==> config.mk <==
export PLATFORM = sky130hd
export DESIGN_NAME = rounded_panel_overlay_shader_flat
export DESIGN_NICKNAME = d
export VERILOG_FILES = /design/src/hdl/rpo_pkg.sv /design/src/hdl/rpo_pix_if.sv /design/src/hdl/rpo_res_if.sv /design/src/hdl/rpo_cfg.sv /design/src/hdl/rpo_geom.sv /design/src/hdl/rpo_shade.sv /design/src/hdl/rounded_panel_overlay_shader.sv /design/src/flat_wrapper.sv
export SDC_FILE = /design/constraint.sdc
export NUM_CORES = 1
export LEC_CHECK = 0
export ABC_AREA = 0
export BUFFER_PORTS_ARGS = -buffer_cell sky130_fd_sc_hd__buf_2
export CAP_MARGIN = 15
export CORE_ASPECT_RATIO = 0.75
export CORE_UTILIZATION = 64
export CTS_CLUSTER_SIZE = 20
export DETAILED_ROUTE_END_ITERATION = 8
export PLACE_DENSITY_LB_ADDON = 0.12
export SYNTH_ARGS = -nofsm -noshare
export SYNTH_HDL_FRONTEND = slang
export SYNTH_HIERARCHICAL = 1
export SYNTH_SLANG_ARGS = --single-unit
==> constraint.sdc <==
create_clock -name clk_i -period 8.5 [get_ports clk_i]
set_clock_uncertainty 0.1 [all_clocks]
set_input_delay 0.425 -clock clk_i [delete_from_list [all_inputs] [get_ports clk_i]]
set_output_delay 0.425 -clock clk_i [all_outputs]
set_load 0.01 [all_outputs]
==> src/hdl/rpo_pkg.sv <==
// Shared types and constants for the rounded panel overlay shader.
// No dependencies; rpo_cfg, rpo_geom, rpo_shade and the top level refer to it by scoped name.
package rpo_pkg;

  // Register file layout
  localparam int CFG_ADDR_W = 5;
  localparam int CFG_DATA_W = 32;

  typedef enum logic [2:0] {
    RegLeft   = 3'd0,
    RegTop    = 3'd1,
    RegWidth  = 3'd2,
    RegHeight = 3'd3,
    RegRadius = 3'd4
  } reg_idx_e;

  localparam logic [9:0]  LEFT_RST   = 10'd180;
  localparam logic [9:0]  TOP_RST    = 10'd125;
  localparam logic [9:0]  WIDTH_RST  = 10'd280;
  localparam logic [9:0]  HEIGHT_RST = 10'd220;
  localparam logic [7:0]  RADIUS_RST = 8'd18;
  localparam logic [15:0] RSQ_RST    = 16'd324;

  // Panel decoration
  localparam int SHADOW_OFFSET = 4;
  localparam int OUTER_DEPTH   = 2;
  localparam int INNER_DEPTH   = 4;
  localparam int BAND_FIRST    = 3;
  localparam int BAND_END      = 30;

  localparam logic [15:0] COLOR_WHITE  = 16'hFFFF;
  localparam logic [15:0] COLOR_INNER  = 16'hEF7D;
  localparam logic [15:0] COLOR_BODY   = 16'hEF5D;
  localparam logic [15:0] COLOR_SHADOW = 16'h0000;

  typedef struct packed {
    logic [9:0] panel_left;
    logic [9:0] panel_top;
    logic [9:0] panel_width;
    logic [9:0] panel_height;
    logic [7:0] corner_radius;
  } cfg_t;

  // Per-point geometry, everything short of the corner distance test
  typedef struct packed {
    logic       in_rect;  // within the bounding rectangle
    logic       mid;      // in the cross, clear of all corner zones
    logic [7:0] adx;      // |dx| to the corner centre
    logic [7:0] ady;      // |dy| to the corner centre
    logic       outer;
    logic       inner;
    logic       band;
  } geom_t;

  typedef struct packed {
    geom_t pan;
    geom_t shd;
    logic  even;
    logic  diag;
  } stage_t;

endpackage

==> src/hdl/rpo_pix_if.sv <==
// Pixel coordinate channel: valid/ready handshake plus the coordinate pair.
// Depends on nothing.
interface rpo_pix_if #(
  parameter int COORD_BITS = 11
);
  logic                  valid;
  logic                  ready;
  logic [COORD_BITS-1:0] pixel_x;
  logic [COORD_BITS-1:0] pixel_y;

  modport source (output valid, output pixel_x, output pixel_y, input ready);
  modport sink   (input valid, input pixel_x, input pixel_y, output ready);
endinterface

==> src/hdl/rpo_res_if.sv <==
// Shading result channel: valid/ready handshake plus write enable and colour.
// Depends on nothing.
interface rpo_res_if;
  logic        valid;
  logic        ready;
  logic        write_enable;
  logic [15:0] pixel_color;

  modport source (output valid, output write_enable, output pixel_color, input ready);
  modport sink   (input valid, input write_enable, input pixel_color, output ready);
endinterface

==> src/hdl/rpo_cfg.sv <==
// APB register file for the panel geometry, with a registered radius square.
// Depends on rpo_pkg.
module rpo_cfg (
  input  logic                            clk_i,
  input  logic                            rst_ni,
  input  logic                            psel_i,
  input  logic                            penable_i,
  input  logic                            pwrite_i,
  input  logic [rpo_pkg::CFG_ADDR_W-1:0]  paddr_i,
  input  logic [rpo_pkg::CFG_DATA_W-1:0]  pwdata_i,
  output logic [rpo_pkg::CFG_DATA_W-1:0]  prdata_o,
  output rpo_pkg::cfg_t                   cfg_o,
  output logic [15:0]                     rsq_o
);

  rpo_pkg::cfg_t     cfg_q, cfg_d;
  logic [15:0]       rsq_q, rsq_d;
  logic              wr_en;
  rpo_pkg::reg_idx_e idx;

  assign wr_en = psel_i & penable_i & pwrite_i;
  assign idx   = rpo_pkg::reg_idx_e'(paddr_i[4:2]);

  always_comb begin
    cfg_d = cfg_q;
    rsq_d = rsq_q;
    if (wr_en) begin
      unique case (idx)
        rpo_pkg::RegLeft:   cfg_d.panel_left   = pwdata_i[9:0];
        rpo_pkg::RegTop:    cfg_d.panel_top    = pwdata_i[9:0];
        rpo_pkg::RegWidth:  cfg_d.panel_width  = pwdata_i[9:0];
        rpo_pkg::RegHeight: cfg_d.panel_height = pwdata_i[9:0];
        rpo_pkg::RegRadius: begin
          cfg_d.corner_radius = pwdata_i[7:0];
          rsq_d = 16'(pwdata_i[7:0]) * 16'(pwdata_i[7:0]);
        end
        default: ;
      endcase
    end
  end

  always_ff @(posedge clk_i or negedge rst_ni) begin
    if (!rst_ni) begin
      cfg_q.panel_left    <= rpo_pkg::LEFT_RST;
      cfg_q.panel_top     <= rpo_pkg::TOP_RST;
      cfg_q.panel_width   <= rpo_pkg::WIDTH_RST;
      cfg_q.panel_height  <= rpo_pkg::HEIGHT_RST;
      cfg_q.corner_radius <= rpo_pkg::RADIUS_RST;
      rsq_q               <= rpo_pkg::RSQ_RST;
    end else begin
      cfg_q <= cfg_d;
      rsq_q <= rsq_d;
    end
  end

  always_comb begin
    unique case (idx)
      rpo_pkg::RegLeft:   prdata_o = rpo_pkg::CFG_DATA_W'(cfg_q.panel_left);
      rpo_pkg::RegTop:    prdata_o = rpo_pkg::CFG_DATA_W'(cfg_q.panel_top);
      rpo_pkg::RegWidth:  prdata_o = rpo_pkg::CFG_DATA_W'(cfg_q.panel_width);
      rpo_pkg::RegHeight: prdata_o = rpo_pkg::CFG_DATA_W'(cfg_q.panel_height);
      rpo_pkg::RegRadius: prdata_o = rpo_pkg::CFG_DATA_W'(cfg_q.corner_radius);
      default:            prdata_o = '0;
    endcase
  end

  assign cfg_o = cfg_q;
  assign rsq_o = rsq_q;

endmodule

==> src/hdl/rpo_geom.sv <==
// Edge compares and corner offsets of one point against the rounded panel,
// optionally moved by a fixed offset. Depends on rpo_pkg.
module rpo_geom #(
  parameter int COORD_BITS = 11,
  parameter int OFFSET     = 0
) (
  input  logic [COORD_BITS-1:0] pixel_x_i,
  input  logic [COORD_BITS-1:0] pixel_y_i,
  input  rpo_pkg::cfg_t         cfg_i,
  output rpo_pkg::geom_t        geom_o
);

  // Two spare bits: sign, and headroom for left+width past 11 bits
  localparam int WW = ((COORD_BITS > 11) ? COORD_BITS : 11) + 2;

  localparam logic signed [WW-1:0] ONE  = WW'(1);
  localparam logic signed [WW-1:0] OFS  = WW'(OFFSET);
  localparam logic signed [WW-1:0] DOUT = WW'(rpo_pkg::OUTER_DEPTH);
  localparam logic signed [WW-1:0] DIN  = WW'(rpo_pkg::INNER_DEPTH);
  localparam logic signed [WW-1:0] BFST = WW'(rpo_pkg::BAND_FIRST);
  localparam logic signed [WW-1:0] BEND = WW'(rpo_pkg::BAND_END);

  logic signed [WW-1:0] px, py, lx, ty, xe, ye, rr;
  logic signed [WW-1:0] lr, tr, xr, yr, cx, cy, dx, dy, ndx, ndy;

  assign px = $signed({{(WW-COORD_BITS){1'b0}}, pixel_x_i}) - OFS;
  assign py = $signed({{(WW-COORD_BITS){1'b0}}, pixel_y_i}) - OFS;
  assign lx = $signed(WW'(cfg_i.panel_left));
  assign ty = $signed(WW'(cfg_i.panel_top));
  assign rr = $signed(WW'(cfg_i.corner_radius));
  assign xe = lx + $signed(WW'(cfg_i.panel_width));
  assign ye = ty + $signed(WW'(cfg_i.panel_height));

  assign lr = lx + rr;
  assign tr = ty + rr;
  assign xr = xe - rr;
  assign yr = ye - rr;

  // Corner centre sits radius-1 in from left/top, radius in from right/bottom
  assign cx  = (px < lr) ? (lr - ONE) : xr;
  assign cy  = (py < tr) ? (tr - ONE) : yr;
  assign dx  = px - cx;
  assign dy  = py - cy;
  assign ndx = -dx;
  assign ndy = -dy;

  // Offsets only matter inside the rectangle, where |d| stays below radius
  assign geom_o.adx = dx[WW-1] ? ndx[7:0] : dx[7:0];
  assign geom_o.ady = dy[WW-1] ? ndy[7:0] : dy[7:0];

  assign geom_o.in_rect = (px >= lx) && (py >= ty) && (px < xe) && (py < ye);
  assign geom_o.mid     = ((px >= lr) && (px < xr)) || ((py >= tr) && (py < yr));

  assign geom_o.outer = (px < lx + DOUT) || (px >= xe - DOUT) ||
                        (py < ty + DOUT) || (py >= ye - DOUT);
  assign geom_o.inner = (px < lx + DIN) || (px >= xe - DIN) ||
                        (py < ty + DIN) || (py >= ye - DIN);
  assign geom_o.band  = (py >= ty + BFST) && (py < ty + BEND);

endmodule

==> src/hdl/rpo_shade.sv <==
// Corner distance tests and colour selection for panel over shadow.
// Depends on rpo_pkg.
module rpo_shade (
  input  rpo_pkg::stage_t stage_i,
  input  logic [15:0]     rsq_i,
  output logic            write_enable_o,
  output logic [15:0]     pixel_color_o
);

  logic [15:0] pan_xx, pan_yy, shd_xx, shd_yy;
  logic [16:0] pan_d2, shd_d2;
  logic        pan_in, shd_in;

  assign pan_xx = 16'(stage_i.pan.adx) * 16'(stage_i.pan.adx);
  assign pan_yy = 16'(stage_i.pan.ady) * 16'(stage_i.pan.ady);
  assign shd_xx = 16'(stage_i.shd.adx) * 16'(stage_i.shd.adx);
  assign shd_yy = 16'(stage_i.shd.ady) * 16'(stage_i.shd.ady);
  assign pan_d2 = 17'(pan_xx) + 17'(pan_yy);
  assign shd_d2 = 17'(shd_xx) + 17'(shd_yy);

  assign pan_in = stage_i.pan.in_rect && (stage_i.pan.mid || (pan_d2 <= 17'(rsq_i)));
  assign shd_in = stage_i.shd.in_rect && (stage_i.shd.mid || (shd_d2 <= 17'(rsq_i)));

  always_comb begin
    write_enable_o = 1'b0;
    pixel_color_o  = '0;
    if (pan_in) begin
      if (stage_i.pan.outer) begin
        write_enable_o = 1'b1;
        pixel_color_o  = rpo_pkg::COLOR_WHITE;
      end else if (stage_i.even) begin
        write_enable_o = 1'b1;
        if (stage_i.pan.inner) begin
          pixel_color_o = rpo_pkg::COLOR_INNER;
        end else if (stage_i.pan.band) begin
          pixel_color_o = rpo_pkg::COLOR_WHITE;
        end else begin
          pixel_color_o = rpo_pkg::COLOR_BODY;
        end
      end
    end
    // Shadow shows through wherever the panel left the pixel alone
    if (!write_enable_o && stage_i.diag && shd_in) begin
      write_enable_o = 1'b1;
      pixel_color_o  = rpo_pkg::COLOR_SHADOW;
    end
  end

endmodule

==> src/hdl/rounded_panel_overlay_shader.sv <==
// Top level of the rounded panel overlay shader: APB registers, two-stage
// pixel pipeline. Depends on rpo_pkg, rpo_pix_if, rpo_res_if, rpo_cfg,
// rpo_geom and rpo_shade.
//
//   channel  dir  handshake       beat contents
//   pix_in   in   valid/ready     pixel_x, pixel_y
//   res_out  out  valid/ready     write_enable, pixel_color
//   apb      in   psel/penable    5 registers at byte address 4*i
//
// One pixel per clock while res_out is not stalled.
// Stage one holds edge compares and corner offsets, stage two the corner
// squares and colour, which is the output register.
// ready drops only when both stages hold a beat and res_out is stalled.
// Reset empties the pipeline and loads the default panel geometry.
module rounded_panel_overlay_shader #(
  parameter int COORD_BITS = 11
) (
  input  logic                           clk_i,
  input  logic                           rst_ni,
  rpo_pix_if.sink                        pix_in,
  rpo_res_if.source                      res_out,
  input  logic                           psel,
  input  logic                           penable,
  input  logic                           pwrite,
  input  logic [rpo_pkg::CFG_ADDR_W-1:0] paddr,
  input  logic [rpo_pkg::CFG_DATA_W-1:0] pwdata,
  output logic [rpo_pkg::CFG_DATA_W-1:0] prdata,
  output logic                           pready
);

  rpo_pkg::cfg_t   cfg;
  logic [15:0]     rsq;
  rpo_pkg::stage_t stage_d, stage_q;
  logic            s1_vld_q, s2_vld_q;
  logic            adv1, adv2;
  logic            we_d, we_q;
  logic [15:0]     color_d, color_q;

  assign pready = 1'b1;

  rpo_cfg u_cfg (
    .clk_i     (clk_i),
    .rst_ni    (rst_ni),
    .psel_i    (psel),
    .penable_i (penable),
    .pwrite_i  (pwrite),
    .paddr_i   (paddr),
    .pwdata_i  (pwdata),
    .prdata_o  (prdata),
    .cfg_o     (cfg),
    .rsq_o     (rsq)
  );

  rpo_geom #(
    .COORD_BITS (COORD_BITS),
    .OFFSET     (0)
  ) u_geom_pan (
    .pixel_x_i (pix_in.pixel_x),
    .pixel_y_i (pix_in.pixel_y),
    .cfg_i     (cfg),
    .geom_o    (stage_d.pan)
  );

  rpo_geom #(
    .COORD_BITS (COORD_BITS),
    .OFFSET     (rpo_pkg::SHADOW_OFFSET)
  ) u_geom_shd (
    .pixel_x_i (pix_in.pixel_x),
    .pixel_y_i (pix_in.pixel_y),
    .cfg_i     (cfg),
    .geom_o    (stage_d.shd)
  );

  // Checkerboard parity and every fourth diagonal; the shadow offset is
  // a multiple of four so both tests hold for either point
  assign stage_d.even = ~(pix_in.pixel_x[0] ^ pix_in.pixel_y[0]);
  assign stage_d.diag = (2'(pix_in.pixel_x[1:0] + pix_in.pixel_y[1:0]) == 2'b00);

  rpo_shade u_shade (
    .stage_i        (stage_q),
    .rsq_i          (rsq),
    .write_enable_o (we_d),
    .pixel_color_o  (color_d)
  );

  assign adv2 = ~s2_vld_q | res_out.ready;
  assign adv1 = ~s1_vld_q | adv2;

  assign pix_in.ready         = adv1;
  assign res_out.valid        = s2_vld_q;
  assign res_out.write_enable = we_q;
  assign res_out.pixel_color  = color_q;

  always_ff @(posedge clk_i or negedge rst_ni) begin
    if (!rst_ni) begin
      s1_vld_q <= 1'b0;
      s2_vld_q <= 1'b0;
    end else begin
      if (adv1) begin
        s1_vld_q <= pix_in.valid;
      end
      if (adv2) begin
        s2_vld_q <= s1_vld_q;
      end
    end
  end

  always_ff @(posedge clk_i) begin
    if (adv1) begin
      stage_q <= stage_d;
    end
    if (adv2) begin
      we_q    <= we_d;
      color_q <= color_d;
    end
  end

endmodule

==> src/flat_wrapper.sv <==
// flat-port wrapper written by rule: the top's interface ports become plain ports
module rounded_panel_overlay_shader_flat 
#(
  parameter int COORD_BITS = 11
)
  (clk_i, rst_ni, psel, penable, pwrite, paddr, pwdata, prdata, pready, pix_in_valid, pix_in_pixel_x, pix_in_pixel_y, pix_in_ready, res_out_valid, res_out_write_enable, res_out_pixel_color, res_out_ready);
  rpo_pix_if #(.COORD_BITS(COORD_BITS)) pix_in_i ();
  rpo_res_if res_out_i ();
  input  logic clk_i;
  input  logic rst_ni;
  input  logic psel;
  input  logic penable;
  input  logic pwrite;
  input  logic [rpo_pkg::CFG_ADDR_W-1:0] paddr;
  input  logic [rpo_pkg::CFG_DATA_W-1:0] pwdata;
  output logic [rpo_pkg::CFG_DATA_W-1:0] prdata;
  output logic pready;
  input wire logic [$bits(pix_in_i.valid)-1:0] pix_in_valid;
  input wire logic [$bits(pix_in_i.pixel_x)-1:0] pix_in_pixel_x;
  input wire logic [$bits(pix_in_i.pixel_y)-1:0] pix_in_pixel_y;
  output wire logic [$bits(pix_in_i.ready)-1:0] pix_in_ready;
  output wire logic [$bits(res_out_i.valid)-1:0] res_out_valid;
  output wire logic [$bits(res_out_i.write_enable)-1:0] res_out_write_enable;
  output wire logic [$bits(res_out_i.pixel_color)-1:0] res_out_pixel_color;
  input wire logic [$bits(res_out_i.ready)-1:0] res_out_ready;
  assign pix_in_i.valid = pix_in_valid;
  assign pix_in_i.pixel_x = pix_in_pixel_x;
  assign pix_in_i.pixel_y = pix_in_pixel_y;
  assign pix_in_ready = pix_in_i.ready;
  assign res_out_valid = res_out_i.valid;
  assign res_out_write_enable = res_out_i.write_enable;
  assign res_out_pixel_color = res_out_i.pixel_color;
  assign res_out_i.ready = res_out_ready;
  rounded_panel_overlay_shader #(.COORD_BITS(COORD_BITS)) u_core (.clk_i(clk_i), .rst_ni(rst_ni), .pix_in(pix_in_i), .res_out(res_out_i), .psel(psel), .penable(penable), .pwrite(pwrite), .paddr(paddr), .pwdata(pwdata), .prdata(prdata), .pready(pready));
endmodule
==> results of run 1 <==
-- per-layer routing --
metal	up-vias	global-route usage	wire [um]	part of all wire
li1	11800	-	-	-
met1	12000	0.467	36400	0.45
met2	828	0.561	37100	0.46
met3	159	0.0492	5460	0.067
met4	2	0.117	2420	0.030
met5	-	0	17	0.00021
-- flip-flops by register name (all words and copies together), names as in the netlist --
register and count:
u_core/u_cfg/cfg_o 48, u_core/stage_q 41, u_core/res_out.pixel_color 16, u_core/u_cfg/rsq_o 14, u_core/res_out.valid 1, u_core/res_out.write_enable 1
u_core/s1_vld_q 1
-- final cells by class --
class	count	area, sq um	area share
multi-input cells	2743	24500	0.779
flip-flops and latches	122	3370	0.107
inverters	438	1640	0.0524
well taps	630	788	0.0251
repair buffers	95	551	0.0175
clock buffers	17	425	0.0136
clock inverters	15	153	0.00486
diodes	1	2.50	0.0000797
-- critical path, stage by stage, from the launching register on --
cell and delay (ns):
edfxtp_1 0.48, inv_1 0.16, nor2_1 0.24, fa_1 0.48
fa_1 0.52, fa_1 0.53, fa_1 0.54, fa_1 0.56
inv_1 0.06, fa_1 0.55, inv_1 0.05, ha_1 0.33
o21a_1 0.19, o21a_1 0.20, o22a_1 0.22, o211a_4 0.18
o21a_1 0.17, nor2_1 0.11, xnor2_1 0.08, ha_1 0.30
nand3_1 0.12, nor4_1 0.47, a22oi_1 0.18, a21boi_1 0.28
a2111oi_4 0.05, buf_4 0.18, a311o_1 0.27
-- path summary, 6_finish.rpt --
path | start | end | slack [ns]
min in group asynchronous | rst_ni | u_core/u_cfg/cfg_o[25] | 0.10
worst max-delay path | u_core/stage_q[31] | u_core/res_out.write_enable | 0.63
worst min-delay path | pix_in_valid | u_core/s1_vld_q | 0.03
worst max register to register | u_core/stage_q[31] | u_core/res_out.write_enable | 0.63
max in group asynchronous | rst_ni | u_core/u_cfg/rsq_o[12] | 7.63
worst min register to register | u_core/u_cfg/rsq_o[2] | u_core/u_cfg/rsq_o[2] | 0.36
-- per-stage QoR --
stage / setup slack, ns / std cells / util
floorplan: 1.11 / 3402 / -
global placement: 0.624 / 4024 / 0.667
detailed placement: 0.287 / 4024 / 0.667
CTS: 0.235 / 4056 / 0.680
global route: 0.350 / 4060 / 0.681
finish: 0.627 / 4061 / 0.681
==> results.toml, run 1 <==
[run_status]
status = "finished clean"

[placement]
dpl.hpwl_um = 65700
dpl_cell_area_sq_um = 30800
gp_congestion = 0.944
port_buffers = 70

[floorplan]
initial_core_util = 0.650
die_w_um = 252
num_io_pins = 118
core_sq_um = 46100
rows = 68
die_area_sq_um = 47700
die_h_um = 189

[setup_path]
reg2reg_depth = 26
cp.required_ns = 8.60
worstPathMaxFanout = 8
worstPathArrival_ns = 7.98
setup.worst_path.start_class = "register"
end_kind = "register"
path_class = "register to register"

[drt]
dr.first_iter.drc_count = 1964
drc = 0
first_pass_iters = 6
ant_nets = 0
vias = 24800
drt-total-wl_um = 81400
vias_per_cell = 6.11
routedWlPerCell_um = 20.0

[clock_network]
postCtsHoldBufs = 0
post_cts_resized = 0
clkTransAtPathRegs_ns = 0.08
cts.root.buffer_cell = "clkbuf_16"
clockBufferDepth = 2
postCtsSetupBuffers = 0
cts_made_buffers = 17
htreeDepth = 4
clock_latency_ns = 0.47
cts.sinks = 122
tritoncts = "yes"

[timing]
max_freq_mhz = 127
period_needed_ns = 7.87
finalSetupViolations = 0
finalCritPeriodShare = 0.926
maxSlewHeadroom = 0.311
rsz0062_at_grt = "false"
slew_viol_final = 0
hold_ws_ns = 0.0285
finalHoldViolations = 0
worstMarginPinSlew_ns = 1.03
tns_ns = 0

[synthesis]
synth_area_sq_um = 30000
netlist_instances = 3380
ys_warn_count = 6
syn_area_per_cell_sq_um = 8.86

[finish]
final_design_area_no_fill_sq_um = 31400
final_cell_mix = "ha_1 (614), inv_1 (433), xnor2_1 (224)"
final_common_cell = "ha_1"
fillCellCount = 3741
drive_above_1_share = 0.0860
layout.nets = 4291
syn_to_final_growth_pct = 4.80

[global_routing]
antenna_found_initial = 3
grt-ovfl-total = 0
first_global_vias = 24600
grt_max_degree = 65
grt_pass1_wl_um = 129000
grt_usage = 0.344

[hold_path]
hp-class = "input port to register"
hold_depth = 2

[run]
maxCapViolations = 0
Power of run 1 is left out: the tool's default activity adds up to more than one toggle a clock period on the data nets, which glitch-free logic cannot reach.
==> inputs of run 2 (changes only) <==
--- a/config.mk
+++ b/config.mk
@@ -5,7 +5,7 @@
 export SDC_FILE = /design/constraint.sdc
 export NUM_CORES = 1
 export LEC_CHECK = 0
-export ABC_AREA = 0
+export ABC_AREA = 1
 export BUFFER_PORTS_ARGS = -buffer_cell sky130_fd_sc_hd__buf_2
 export CAP_MARGIN = 15
 export CORE_ASPECT_RATIO = 0.75
==> run 2 against run 1 <==
Net effect:
- routed wire length rose by 4.8%
- setup slack gained 0.75 ns
- synthesized area up 4.7%
- critical path depth is 6 higher
- worst hold slack better by 0.016 ns
- register-to-register slack improved by 0.75 ns
- synthesized cell count up 27%
- critical endpoint is now u_core/res_out.pixel_color[15]
==> results.toml, run 2 <==
[run_status]
status = "finished clean"

[setup_path]
setup.worst_path.start_class = "register"
cp.required_ns = 8.62
end_kind = "register"
worstPathArrival_ns = 7.24
slowest_delay_ns = 0.57
worstPathMaxFanout = 12
crit_slowest_cell = "fa_1"
path_class = "register to register"
crit_path_frequent_cell = "nand2_1"

[timing]
rsz0062_at_grt = "false"
worstMarginPinSlew_ns = 1.08
finalHoldViolations = 0
max_freq_mhz = 140
maxSlewHeadroom = 0.268
period_needed_ns = 7.12
tns_ns = 0
finalSetupViolations = 0
finalCritPeriodShare = 0.838
slew_viol_final = 0

[finish]
antennaDiodeCount = 0
final_cell_mix = "nand2_1 (1025), inv_1 (808), ha_1 (614)"
final_cells = 4951
layout.nets = 5173
drive_above_1_share = 0.0703
largest_reg_flops = 48
final_common_cell = "nand2_1"
syn_to_final_growth_pct = 4.19

[placement]
dp_cells = 4919
dpl.hpwl_um = 68700
gp_congestion = 0.950
port_buffers = 70

[clock_network]
postCtsSetupBuffers = 0
cts.sinks = 122
postCtsHoldBufs = 0
cts.root.buffer_cell = "clkbuf_16"
clkTransAtPathRegs_ns = 0.06
clockBufferDepth = 2
tritoncts = "yes"
cts_made_buffers = 17
htreeDepth = 4
clock_latency_ns = 0.45
post_cts_resized = 0

[drt]
drc = 0
vias_per_cell = 5.56
vias = 27500
ant_nets = 0
first_pass_iters = 6
drt-total-wl_um = 85300
routedWlPerCell_um = 17.2
dr.first_iter.drc_count = 2501

[floorplan]
die_area_sq_um = 49900
die_h_um = 194
core_sq_um = 47800
initial_core_util = 0.655
rows = 69
die_w_um = 258
num_io_pins = 118

[global_routing]
grt_max_degree = 65
grt_pass1_wl_um = 138000
first_global_vias = 26000
grt-ovfl-total = 0
antenna_found_initial = 2
grt_usage = 0.348

[synthesis]
ys_warn_count = 6
netlist_instances = 4286
synth_area_sq_um = 31400
syn_area_per_cell_sq_um = 7.31

[run]
maxCapViolations = 0

[hold_path]
hp-class = "input port to async pin"
[run 2: worst paths after layout]
path | startpoint | end | slack (ns) | depth (start not counted)
min reg2reg | u_core/u_cfg/rsq_o[13] | u_core/u_cfg/rsq_o[13] | 0.39 | 2
max reg2reg | u_core/stage_q[40] | u_core/res_out.pixel_color[15] | 1.38 | 32
min in group clk_i | pix_in_valid | u_core/s1_vld_q | 0.06 | 3
min | rst_ni | u_core/u_cfg/rsq_o[10] | 0.04 | 2
max | u_core/stage_q[40] | u_core/res_out.pixel_color[15] | 1.38 | 32
max in group asynchronous | rst_ni | u_core/u_cfg/cfg_o[41] | 7.68 | 2
[run 2: metal layers]
| metal | GRT usage | vias to the layer above | part of all wire |
|---|---|---|---|
| met5 | 0 | - | 0.00015 |
| li1 | - | 13700 | - |
| met2 | 0.531 | 930 | 0.42 |
| met3 | 0.0567 | 95 | 0.087 |
| met4 | 0.0627 | 2 | 0.016 |
| met1 | 0.521 | 12800 | 0.47 |
[run 2: critical path: cells and delay by family, from the launching register on]
| kind | cells | cell delay (ns) |
|---|---|---|
| fa+ha+maj | 8 | 3.78 |
| simple gates | 16 | 1.48 |
| flops | 1 | 0.52 |
| buf+inv | 4 | 0.52 |
| compound gates | 3 | 0.36 |
| xor+xnor | 1 | 0.15 |
[run 2: cell type report]
cell class              count  area [sq um]
multi-input cells        3248         24300
clock inverters            11           125
inverters                 829          3120
fillers                  4331         15200
repair buffers             81           433
well taps                 639           800
clock buffers              21           504
flip-flops and latches    122          3370
[run 2: per-stage QoR]
stage	setup WS, ns	util	hold WS [ns]	instance area, sq um
final	1.38	0.683	0.0449	32700
after global routing	0.799	0.683	0.0600	32700
after CTS	1.36	0.683	0.0471	32700
after detailed placement	1.43	0.670	0.376	32000
after global placement	1.47	0.670	0.360	32000
after floorplan	1.96	-	0.0294	31400
Power of run 2 is left out for the same reason.
==> inputs of run 3 (changes only) <==
==> constraint.sdc (replaced) <==
create_clock -name clk_i -period 7 [get_ports clk_i]
set_clock_uncertainty 0.1 [all_clocks]
set_input_delay 0.35 -clock clk_i [delete_from_list [all_inputs] [get_ports clk_i]]
set_output_delay 0.35 -clock clk_i [all_outputs]
set_load 0.01 [all_outputs]
==> run 3 against run 2 <==
Net effect:
- the run now ends with hold timing left
- highest routed layer unchanged
- cell count increased by 1.5%
- setup slack got worse by 1.1 ns
- sequential share of layout area decreased by 0.22 points
- count of clock-buffer cells in the layout decreased by 2
- fmax increased by 6.4%
- routed wire length increased by 2.7%
- flip-flop and latch count unchanged
- die area unchanged
==> results.toml, run 3 (synthesis results as in run 2) <==
[clock_network]
htreeDepth = 4
cts.root.buffer_cell = "clkbuf_16"
clock_latency_ns = 0.45
clkTransAtPathRegs_ns = 0.06
cts_made_buffers = 17
clockBufferDepth = 2
cts.sinks = 122
tritoncts = "yes"

[drt]
dr.first_iter.drc_count = 2600
dr.max_layer_used = "met5"
vias_per_cell = 5.61
first_pass_iters = 8
route.met2.wl_um = 37100
ant_nets = 0
m1WireLength_um = 40000
routedWlPerCell_um = 17.4
drt-total-wl_um = 87600
vias = 28200
drc = 0
met3_length_um = 8690

[finish]
finalCoreUtilization = 0.698
final_common_cell = "nand2_1"
syn_to_final_growth_pct = 6.47
final_cell_mix = "nand2_1 (1017), inv_1 (807), ha_1 (607)"
layout.nets = 5248
drive_above_1_share = 0.0923
largest_reg_flops = 48

[setup_path]
worstPathArrival_ns = 6.75
reg2reg_depth = 31
end_kind = "register"
crit_path_start = "u_core/stage_q[38]"
path_class = "register to register"
cp.required_ns = 7.05
worstPathMaxFanout = 6
crit_slowest_cell = "fa_1"
reg2reg_from = "u_core/stage_q[38]"
crit_path_frequent_cell = "nand2_1"
slowest_delay_ns = 0.58
setup.worst_path.start_class = "register"

[placement]
place_ws_ns = 0.0907
dpl.hpwl_um = 70300
port_buffers = 70
gp_congestion = 0.993

[floorplan]
die_area_sq_um = 49900
die_w_um = 258
initial_core_util = 0.655
rows = 69
num_io_pins = 118
die_h_um = 194
core_sq_um = 47800

[timing]
maxSlewHeadroom = 0.293
finalSetupViolations = 0
finalHoldViolations = 12
finalCritPeriodShare = 0.957
finalWorstSetupSlack_ns = 0.304
hold_ws_ns = -0.0129
max_freq_mhz = 149
period_needed_ns = 6.70
slew_viol_final = 0
tns_ns = 0
worstMarginPinSlew_ns = 1.05

[global_routing]
grt-ovfl-total = 0
antenna_found_initial = 2
grt_max_degree = 65
grt_usage = 0.352
grt_pass1_wl_um = 140000
first_global_vias = 26700

[run]
maxCapViolations = 0

[run_status]
violations = "hold timing"
status = "finished, violations left"

[hold_path]
hp-class = "input port to async pin"
==> run 3: worst paths after layout <==
check,endpoint,slack (ns)
max,u_core/res_out.pixel_color[4],0.30
min,u_core/u_cfg/rsq_o[10],-0.01
max reg2reg,u_core/res_out.pixel_color[4],0.30
min reg2reg,u_core/u_cfg/rsq_o[11],0.39
max in group asynchronous,u_core/u_cfg/cfg_o[13],6.24
min in group clk_i,u_core/s1_vld_q,0.06
==> run 3: cell type report <==
type	count	area (sq um)
Multi-Input combinational cell	3248	24500
Fill cell	4109	14400
Clock buffer	19	433
Timing Repair Buffer	155	990
Tap cell	639	800
Antenna cell	1	2.50
Sequential cell	122	3370
Timing Repair inverter	1	7.51
Inverter	829	3130
Clock inverter	13	169
==> run 3: per-stage QoR <==
| step | hold slack [ns] | instance area, sq um | std cells |
|---|---|---|---|
| after floorplan | -0.0456 | 31400 | 4308 |
| after global placement | 0.360 | 32300 | 4961 |
| after detailed placement | 0.372 | 32300 | 4961 |
| after CTS | 0.00340 | 33000 | 4994 |
| after global routing | 0.0612 | 33400 | 5026 |
| final | -0.0129 | 33400 | 5027 |
==> run 3: metal layers <==
layer / global-route usage / up-vias
met4: 0.0853 / 2
met3: 0.0552 / 129
li1: - / 13900
met1: 0.525 / 13000
met2: 0.530 / 1188
met5: 0 / -
==> run 3: worst max-delay path: cells and delay by family, from the launching register on <==
| kind | cells | cell delay [ns] |
|---|---|---|
| buffers and inverters | 6 | 0.59 |
| AOI/OAI and AO/OA | 4 | 0.42 |
| xor gates and xnor gates | 1 | 0.17 |
| adders and majority gates | 8 | 3.68 |
| and+or+nand+nor | 12 | 0.97 |
| DFF | 1 | 0.50 |
==> run 3: timing repair <==
action                                  in CTS  in global routing
setup buffers                                0                 31
endpoints found under the setup margin       0                 17
resized for setup                            0                 37
hold buffers                                 1                  0
hold endpoints to repair                     1                  0
Power of run 3 is left out for the same reason.
